===== src/hdl/alt_pkg.sv =====
// shared types, byte codes and result codes for the array literal tokenizer
package alt_pkg;

    localparam int FIFO_DEPTH = 4;
    localparam int PTR_W      = $clog2(FIFO_DEPTH);
    localparam int CNT_W      = $clog2(FIFO_DEPTH + 1);

    localparam logic [7:0] CH_LBRACE = 8'h7B;
    localparam logic [7:0] CH_RBRACE = 8'h7D;
    localparam logic [7:0] CH_COMMA  = 8'h2C;
    localparam logic [7:0] CH_BSLASH = 8'h5C;
    localparam logic [7:0] CH_QUOTE  = 8'h22;

    localparam logic [1:0] KIND_BYTE   = 2'd0;
    localparam logic [1:0] KIND_END    = 2'd1;
    localparam logic [1:0] KIND_STATUS = 2'd2;

    localparam logic [1:0] ST_START  = 2'd0;
    localparam logic [1:0] ST_PLAIN  = 2'd1;
    localparam logic [1:0] ST_QUOTED = 2'd2;
    localparam logic [1:0] ST_ESC    = 2'd3;

    localparam logic [2:0] MATCH_FULL = 3'd4;
    localparam logic [2:0] MATCH_FAIL = 3'd5;

    typedef struct packed {
        logic [7:0] ch;
        logic       final_byte;
    } t_in;

    typedef struct packed {
        logic [1:0] kind;
        logic [7:0] data_byte;
        logic       is_null;
        logic       ok;
        logic       run_last;
    } t_out;

    function automatic logic [7:0] null_char(input logic [1:0] idx);
        logic [7:0] c;
        case (idx)
            2'd0:    c = 8'h4E;
            2'd1:    c = 8'h55;
            default: c = 8'h4C;
        endcase
        return c;
    endfunction

endpackage


===== src/hdl/alt_scan.sv =====
// tokenizer state and the per-byte result logic
module alt_scan
    import alt_pkg::*;
(
    input  logic       i_clk,
    input  logic       i_rst_n,
    input  logic       i_step,
    input  t_in        i_beat,
    output logic [1:0] o_cnt,
    output t_out       o_res0,
    output t_out       o_res1
);

    logic [1:0] r_position, n_position;
    logic       r_open,     n_open;
    logic [1:0] r_scan,     n_scan;
    logic [1:0] r_resume,   n_resume;
    logic       r_qclosed,  n_qclosed;
    logic [2:0] r_nmatch,   n_nmatch;

    logic       do_content;
    logic       okv;
    logic [7:0] c;

    always_comb begin
        n_position = r_position;
        n_open     = r_open;
        n_scan     = r_scan;
        n_resume   = r_resume;
        n_qclosed  = r_qclosed;
        n_nmatch   = r_nmatch;
        o_cnt      = 2'd0;
        o_res0     = '0;
        o_res1     = '0;
        do_content = 1'b0;
        okv        = 1'b0;
        c          = i_beat.ch;

        if (!i_beat.final_byte) begin
            if (r_position == 2'd0) begin
                n_open     = (c == CH_LBRACE);
                n_position = 2'd1;
            end else begin
                n_position = 2'd2;
                if (c == CH_COMMA) begin
                    case (r_scan)
                        ST_START: begin
                            o_res0.kind    = KIND_END;
                            o_res0.is_null = 1'b1;
                            o_cnt          = 2'd1;
                        end
                        ST_PLAIN: begin
                            o_res0.kind    = KIND_END;
                            o_res0.is_null = (r_nmatch == MATCH_FULL);
                            o_cnt          = 2'd1;
                            n_scan         = ST_START;
                        end
                        ST_QUOTED: begin
                            do_content = 1'b1;
                        end
                        default: begin
                            n_scan     = r_resume;
                            do_content = 1'b1;
                        end
                    endcase
                end else if (c == CH_BSLASH) begin
                    if (r_scan == ST_START) begin
                        n_qclosed = 1'b0;
                        n_nmatch  = 3'd0;
                        n_resume  = ST_PLAIN;
                        n_scan    = ST_ESC;
                    end else if (r_scan != ST_ESC) begin
                        n_resume = r_scan;
                        n_scan   = ST_ESC;
                    end
                    do_content = 1'b1;
                end else if (c == CH_QUOTE) begin
                    case (r_scan)
                        ST_START: begin
                            n_qclosed = 1'b0;
                            n_nmatch  = 3'd0;
                            n_scan    = ST_QUOTED;
                        end
                        ST_PLAIN: begin
                            do_content = 1'b1;
                        end
                        ST_ESC: begin
                            n_scan     = r_resume;
                            do_content = 1'b1;
                        end
                        default: begin
                            n_qclosed = 1'b1;
                            n_scan    = ST_PLAIN;
                        end
                    endcase
                end else begin
                    if (r_scan == ST_START) begin
                        n_qclosed = 1'b0;
                        n_nmatch  = 3'd0;
                        n_scan    = ST_PLAIN;
                    end else if (r_scan == ST_ESC) begin
                        n_scan = r_resume;
                    end
                    do_content = 1'b1;
                end

                if (do_content && !n_qclosed) begin
                    if (n_nmatch < MATCH_FULL && c == null_char(n_nmatch[1:0])) begin
                        n_nmatch = n_nmatch + 3'd1;
                    end else begin
                        n_nmatch = MATCH_FAIL;
                    end
                    o_res0.kind      = KIND_BYTE;
                    o_res0.data_byte = c;
                    o_cnt            = 2'd1;
                end
            end
        end else begin
            case (r_position)
                2'd0:    okv = 1'b0;
                2'd1:    okv = 1'b1;
                default: okv = r_open && (c == CH_RBRACE);
            endcase
            if (r_position == 2'd2 && okv && r_scan == ST_PLAIN) begin
                o_res0.kind    = KIND_END;
                o_res0.is_null = (r_nmatch == MATCH_FULL);
                o_res1.kind    = KIND_STATUS;
                o_res1.ok      = okv;
                o_cnt          = 2'd2;
            end else begin
                o_res0.kind = KIND_STATUS;
                o_res0.ok   = okv;
                o_cnt       = 2'd1;
            end
            n_position = 2'd0;
            n_open     = 1'b0;
            n_scan     = ST_START;
            n_resume   = ST_START;
            n_qclosed  = 1'b0;
            n_nmatch   = 3'd0;
        end

        if (o_cnt == 2'd2) begin
            o_res1.run_last = 1'b1;
        end else if (o_cnt == 2'd1) begin
            o_res0.run_last = 1'b1;
        end
    end

    always_ff @(posedge i_clk) begin
        if (!i_rst_n) begin
            r_position <= 2'd0;
            r_open     <= 1'b0;
            r_scan     <= ST_START;
            r_resume   <= ST_START;
            r_qclosed  <= 1'b0;
            r_nmatch   <= 3'd0;
        end else if (i_step) begin
            r_position <= n_position;
            r_open     <= n_open;
            r_scan     <= n_scan;
            r_resume   <= n_resume;
            r_qclosed  <= n_qclosed;
            r_nmatch   <= n_nmatch;
        end
    end

endmodule


===== src/hdl/alt_fifo.sv =====
// result queue taking up to two results per cycle and giving one per cycle while i_ready is high
module alt_fifo
    import alt_pkg::*;
(
    input  logic       i_clk,
    input  logic       i_rst_n,
    input  logic [1:0] i_push_cnt,
    input  t_out       i_res0,
    input  t_out       i_res1,
    output logic       o_room,
    output logic       o_valid,
    input  logic       i_ready,
    output t_out       o_data
);

    t_out             r_mem [FIFO_DEPTH];
    logic [PTR_W-1:0] r_wr, n_wr;
    logic [PTR_W-1:0] r_rd, n_rd;
    logic [CNT_W-1:0] r_count, n_count;
    logic             pop;

    assign o_valid = (r_count != '0);
    assign o_data  = r_mem[r_rd];
    assign o_room  = (r_count <= CNT_W'(FIFO_DEPTH - 2));
    assign pop     = o_valid && i_ready;

    always_comb begin
        n_wr    = r_wr + PTR_W'(i_push_cnt);
        n_rd    = r_rd + PTR_W'(pop);
        n_count = r_count + CNT_W'(i_push_cnt) - CNT_W'(pop);
    end

    always_ff @(posedge i_clk) begin
        if (i_push_cnt != 2'd0) begin
            r_mem[r_wr] <= i_res0;
        end
        if (i_push_cnt == 2'd2) begin
            r_mem[r_wr + PTR_W'(1)] <= i_res1;
        end
    end

    always_ff @(posedge i_clk) begin
        if (!i_rst_n) begin
            r_wr    <= '0;
            r_rd    <= '0;
            r_count <= '0;
        end else begin
            r_wr    <= n_wr;
            r_rd    <= n_rd;
            r_count <= n_count;
        end
    end

endmodule


===== src/hdl/array_literal_tokenizer.sv =====
// top level: input register, tokenizer step and result queue
// a byte waits in the input register until the queue has room; one byte per cycle
// while the queue has room; results leave one per cycle while i_out_ready is high;
// a closing byte that ends an element and the literal gives two results
// reset: synchronous active low, clears tokenizer state and empties the queue
module array_literal_tokenizer
    import alt_pkg::*;
(
    input  logic i_clk,
    input  logic i_rst_n,
    input  logic i_in_valid,
    output logic o_in_ready,
    input  t_in  i_in,
    output logic o_out_valid,
    input  logic i_out_ready,
    output t_out o_out
);

    logic       r_in_vld;
    t_in        r_in;
    logic       room;
    logic       step;
    logic [1:0] cnt;
    logic [1:0] push_cnt;
    t_out       res0;
    t_out       res1;

    assign step       = r_in_vld && room;
    assign o_in_ready = !r_in_vld || room;
    assign push_cnt   = step ? cnt : 2'd0;

    always_ff @(posedge i_clk) begin
        if (!i_rst_n) begin
            r_in_vld <= 1'b0;
        end else if (i_in_valid && o_in_ready) begin
            r_in_vld <= 1'b1;
        end else if (step) begin
            r_in_vld <= 1'b0;
        end
    end

    always_ff @(posedge i_clk) begin
        if (i_in_valid && o_in_ready) begin
            r_in <= i_in;
        end
    end

    alt_scan u_scan (
        .i_clk   (i_clk),
        .i_rst_n (i_rst_n),
        .i_step  (step),
        .i_beat  (r_in),
        .o_cnt   (cnt),
        .o_res0  (res0),
        .o_res1  (res1)
    );

    alt_fifo u_fifo (
        .i_clk      (i_clk),
        .i_rst_n    (i_rst_n),
        .i_push_cnt (push_cnt),
        .i_res0     (res0),
        .i_res1     (res1),
        .o_room     (room),
        .o_valid    (o_out_valid),
        .i_ready    (i_out_ready),
        .o_data     (o_out)
    );

`ifndef SYNTHESIS
    a_status_last: assert property (@(posedge i_clk) disable iff (!i_rst_n)
        o_out_valid && o_out.kind == KIND_STATUS |-> o_out.run_last)
        else $error("status beat without run_last");

    a_pair_is_end: assert property (@(posedge i_clk) disable iff (!i_rst_n)
        step && cnt == 2'd2 |-> res0.kind == KIND_END && res1.kind == KIND_STATUS)
        else $error("two results that are not element end then status");

    a_final_reports: assert property (@(posedge i_clk) disable iff (!i_rst_n)
        step && r_in.final_byte |-> cnt != 2'd0)
        else $error("final beat gave no status");

    a_stall_held: assert property (@(posedge i_clk) disable iff (!i_rst_n)
        !o_in_ready |-> r_in_vld && !room)
        else $error("input stalled with no held beat");
`endif

endmodule


===== config.mk =====
export PLATFORM = sky130hd
export DESIGN_NAME = array_literal_tokenizer
export DESIGN_NICKNAME = d
export VERILOG_FILES = /design/src/hdl/alt_pkg.sv /design/src/hdl/alt_scan.sv /design/src/hdl/alt_fifo.sv /design/src/hdl/array_literal_tokenizer.sv
export SDC_FILE = /design/constraint.sdc
export NUM_CORES = 1
export LEC_CHECK = 0
export BUFFER_PORTS_ARGS = -buffer_cell sky130_fd_sc_hd__buf_2
export CAP_MARGIN = 10
export CORE_UTILIZATION = 42
export DETAILED_ROUTE_END_ITERATION = 6
export PLACE_DENSITY = 0.7
export SETUP_SLACK_MARGIN = 0.5
export SLEW_MARGIN = 40
export SYNTH_ARGS = -nofsm -noshare
export SYNTH_HDL_FRONTEND = slang
export SYNTH_HIERARCHICAL = 1
export SYNTH_SLANG_ARGS = --single-unit

===== constraint.sdc =====
create_clock -name i_clk -period 4 [get_ports i_clk]
set_clock_uncertainty 0.05 [all_clocks]
set_input_delay 0.2 -clock i_clk [delete_from_list [all_inputs] [get_ports i_clk]]
set_output_delay 0.2 -clock i_clk [all_outputs]
set_load 0.01 [all_outputs]

# Word level (Yosys, flattened, before mapping)
# Memory sizes are Yosys's and may differ from the RTL's. A register that Yosys moved wholly into a read port is not among the register bits.
# Cells that the tools add are included.
dict set report totals {
  input_bits 13
  n_memories 1
  out_inout_bits 15
  register_bits 28
  word_cells 154
  ram_bits 52
}
# name words width rd rd_ports_with_merged_regs write_ports line
set memory_table {}
lappend memory_table {u_fifo.r_mem 4 13 1 1 2 alt_fifo.sv:16} ;# t_out r_mem [FIFO_DEPTH];
dict set report classes {
  eq_ne 22
  n_lt_le_gt_ge 2
  addsub 6
  reduce_logical 28
  n_mux 83
}
# cell n
set op_table {}
lappend op_table {{2-bit two-way mux} 28}
lappend op_table {{1-bit two-way mux} 35}
lappend op_table {{8-bit two-way mux} 4}
lappend op_table {{8-bit by 7-bit equality test with 1-bit output, second input constant} 3}
lappend op_table {{3-bit two-way mux} 8}
lappend op_table {{8-bit by 6-bit equality test with 1-bit output, second input constant} 2}
lappend op_table {{11-bit two-way mux} 1}
lappend op_table {{2-bit equality test, second input constant} 5}
lappend op_table {{10-bit two-way mux} 1}
lappend op_table {{5-bit case mux with 2 select lines} 1}
lappend op_table {{2-bit by 1-bit equality test with 1-bit output, second input constant} 4}
lappend op_table {{8-bit equality test} 1}
lappend op_table {{1-bit logical AND} 8}
lappend op_table {{2-bit nonzero test} 4}
lappend op_table {{2-bit zero test} 3}
lappend op_table {{2-bit inequality test, second input constant} 3}
lappend op_table {{1-bit case mux with 2 select lines} 3}
lappend op_table {{2-bit case mux with 3 select lines} 1}
lappend op_table {{6-bit AND reduction} 1}
lappend op_table {{3-bit nonzero test} 2}
lappend op_table {{6-bit nonzero test} 1}
lappend op_table {{2-bit OR reduction} 3}
lappend op_table {{5-bit by 3-bit inequality test with 1-bit output, second input constant} 1}
lappend op_table {{5-bit by 4-bit inequality test with 1-bit output, second input constant} 1}
lappend op_table {{other kinds (15)} 17}

# Longest topological paths before layout
dict set report logic_depth {
  word_depth 19
  depth_mapped 12
  depth_no_buf 11
}

# Cells and area by module
# Netlist, hierarchy kept.
# mod n_inst area_per_inst_um2 seq_area_each_um2 cells_each
set by_module_without_submodules {}
lappend by_module_without_submodules {alt_fifo 1 2996.6 1701.6 171}
lappend by_module_without_submodules {alt_scan 1 1327.5 220.2 172}
lappend by_module_without_submodules {array_literal_tokenizer 1 350.3 290.3 17}

# Worst setup path before layout
# OpenSTA, ideal clock, no wires.
dict set report synth_timing {
  kind {reg2reg}
  startpoint {register r_in[1] in the netlist's numbering}
  endpoint {memory u_fifo/r_mem[0][0] in the netlist's numbering (enable)}
  path_slack_ns 0.673
  arrival_ns 2.873
  path_stages_with_launch 9
  path_buffers 0
  t_required_ns 3.546
  synth_period_minus_slack_ns 3.327
  setup_time_ns 0.404
  path_cell_list {edfxtp_1 -> nor4b_4 -> a21oi_2 -> a22oi_1 -> o311ai_0 -> nand3_1 -> and3_2 -> nor2_1 -> o31ai_1}
}
# element line
set synth_lines {}
lappend synth_lines {{start: declaration} array_literal_tokenizer.sv:20} ;# t_in r_in;
lappend synth_lines {{start signal: assignment} array_literal_tokenizer.sv:44} ;# r_in <= i_in;
lappend synth_lines {{end: declaration} alt_fifo.sv:16}

==> results.yml <==
floorplan:
  fp.dieArea_sq_mm: 0.0116
  start_util_pct: 43.1
  die_h_um: 107
  die_w_um: 107
  coreArea_sq_mm: 0.0108
  rows: 38
  ios: 28
worst_setup_path:
  arrival_ns: 3.39
  required_ns: 4.06
  crit_family: "simple AND/OR/NAND/NOR gates"
  path_max_fanout: 9
  crit_start: "r_in[8]$_DFFE_PP_"
  cpPeakStageDelay_ns: 0.44
  path_buf_inv: 3
  worstSetupEndpointType: "flip-flop"
  crit_type: "flip-flop to flip-flop"
  r2r_start: "r_in[8]$_DFFE_PP_"
  crit_path_top_delay_cell: "edfxtp_1"
  crit_top_cell: "buf_4"
  startpoint_type: "flip-flop"
  worstPathCellList: "buf_4, nor4b_4, buf_4, a21oi_2, a22oi_1, o311ai_2, nand3_1, and3_4, nand4b_2, buf_4, mux2_2"
route:
  ant_nets: 0
  wl_met1_um: 4610
  wire_per_inst_um: 18.8
  routed-wl-met3_um: 284
  vias: 3037
  drc: 0
  drt-total-wl_um: 10400
  post_drt_via_cell_ratio: 5.50
  dr.pass1.iters: 4
  drt_iter0_markers: 106
  wl_met2_um: 5420
  topRoutingLayerUsed: "met4"
finish:
  diodes: 0
  drive_gt1_share_pct: 35.2
  final_util_pct: 49.2
  area_growth_pct: 14.0
  final_cell_mix: "edfxtp_1 (61), mux2_2 (43), buf_2 (27)"
  mostFrequentLayoutCell: "edfxtp_1"
  fin_nets: 431
clocking:
  clk_pin_slew_worst_paths_ns: 0.09
  cts_tree: "yes"
  clk_path_buf_depth: 2
  cts_root_buf: "clkbuf_8"
  clk_latency_ns: 0.35
  htree_levels: 3
  numCtsBuffers: 9
  cts.sinks: 80
logic_synthesis:
  avgSynthCellArea_sq_um: 13.0
  netlist_instances: 360
  synth-seq-cells: 80
  synthArstFlopShare_pct: 0
  yosysSeqAreaShare_pct: 47.3
  synth-main-ff-cell: "edfxtp_1"
  mappedNetlistArea_sq_mm: 0.00467
  synth_cell_type_count: 70
  synth_edf_count: 61
  synth-warning-count: 6
timing:
  fmax_mhz: 300
  fin_crit_ns: 3.33
  finalHoldViolCount: 0
  finalSetupViolations: 0
  timing.final.crit_share_pct: 83.3
  worst_slew_pin_slew_ns: 0.811
  setup_tns_ns: 0
  final_max_slew_viol_count: 0
  rsz0062_at_grt: "no"
  slew_headroom_pct: 45.5
grt:
  grt_pass1_vias: 3061
  grtUsageTotal_pct: 18.5
  grt_overflow: 0
  grt_first_pass_wirelength_um: 16000
  grt_max_degree: 19
  antenna_found_initial: 0
worst_hold_path:
  min_path_type: "primary input to flip-flop"
  hp-start: "i_in_valid"
power_and_ir_drop:
  power_density_mw_per_mm2: 410
  ir_drop_v: 0.000188
  p_leak_uw: 0.00204
outcome:
  status: "completed"
job:
  cap_violations: 0
place:
  port_buffers: 27
  hpwl_um: 7270
  gp_congestion: 0.894
kinds of logic after synthesis:
| logic type | Yosys count | share of synthesized area [%] |
|---|---|---|
| AND/OR/NAND/NOR | 93 | 13.6 |
| flip-flops | 80 | 47.3 |
| multiplexers | 70 | 19.9 |
| AO/OA/AOI/OAI | 55 | 8.83 |
| buffers and inverters | 46 | 5.83 |
| adder cells (fa/ha/maj) | 11 | 3.10 |
| XOR/XNOR | 4 | 1.34 |
| other | 1 | 0.0802 |
registers in the layout, indices dropped and copies added, names as in the netlist:
register and flops:
u_scan/r_scan 2, u_scan/r_nmatch 3, u_fifo/r_mem 52, u_scan/r_resume 2, u_scan/r_qclosed 1, u_fifo/r_rd 2
r_in_vld 1, u_fifo/r_count 3, u_fifo/r_wr 2, r_in 9, u_scan/r_position 2, u_scan/r_open 1
metrics by stage:
| stage | cell area (sq um) | worst slack (ns) | hold slack (ns) | total power, uW | std cells |
|---|---|---|---|---|---|
| finish | 5330 | 0.668 | 0.0439 | 2180 | 552 |
| global route | 5330 | 0.509 | 0.0399 | 2280 | 552 |
| CTS | 5220 | 0.534 | 0.0352 | 2190 | 541 |
| detailed placement | 4890 | 0.399 | 0.330 | 1490 | 516 |
| global placement | 4890 | 0.551 | 0.329 | 1460 | 516 |
| floorplan | 4710 | 0.673 | 0.249 | 1350 | 369 |
routing by layer:
layer / vias to the layer above / track usage, %
li1: 1451 / -
met2: 49 / 33.6
met5: - / 0
met1: 1526 / 22.4
met3: 11 / 3.09
met4: 0 / 5.48
synth_stat cells, types with 9 or more instances:
cell type  count  area share (%)
dfxtp_1       19             8.1
buf_4         17             2.7
nor2_1        16             1.3
mux2_1         9             2.2
nor2b_1        9             1.2
mux2_2        43              10
nand2_1       12            0.96
mux4_2        13             6.3
ha_1          10             2.7
inv_1         17             1.4
a21oi_1       11             1.2
edfxtp_1      61              39
worst min-delay path: stages:
cell and delay, ns:
buf_2 0.10, inv_1 0.06, a21boi_2 0.04
final cells by class:
cell class,instances,area [sq um]
Sequential cell,80,2210
Clock inverter,7,110
Fill cell,957,5510
Inverter,17,63.8
Timing Repair Buffer,56,379
Clock buffer,9,124
Multi-Input combinational cell,243,2260
Tap cell,140,175
power by group:
| group | internal [uW] | switching (uW) | total [uW] |
|---|---|---|---|
| logic | 253 | 195 | 448 |
| clock network | 367 | 333 | 700 |
| registers | 946 | 88.6 | 1030 |
| total | 1570 | 616 | 2180 |
final timing paths:
kind	endpoint	slack (ns)	depth (start not counted)
max	u_fifo/r_mem[0][12]$_DFFE_PP_	0.67	11
min	r_in_vld$_SDFFE_PN0P_	0.04	3
max reg2reg	u_fifo/r_mem[0][12]$_DFFE_PP_	0.67	11
min reg2reg	u_scan/r_open$_SDFFE_PN0P_	0.45	2
repair_timing:
item | in CTS | in global routing
setup buffers | 0 | 10
cloned | 0 | 1
endpoints found under the hold margin | 9 | 0
hold buffers | 9 | 0
pin swaps | 0 | 3
gates resized for setup | 2 | 7
endpoints found under the setup margin | 47 | 74
(Power assumes the default switching activity.)
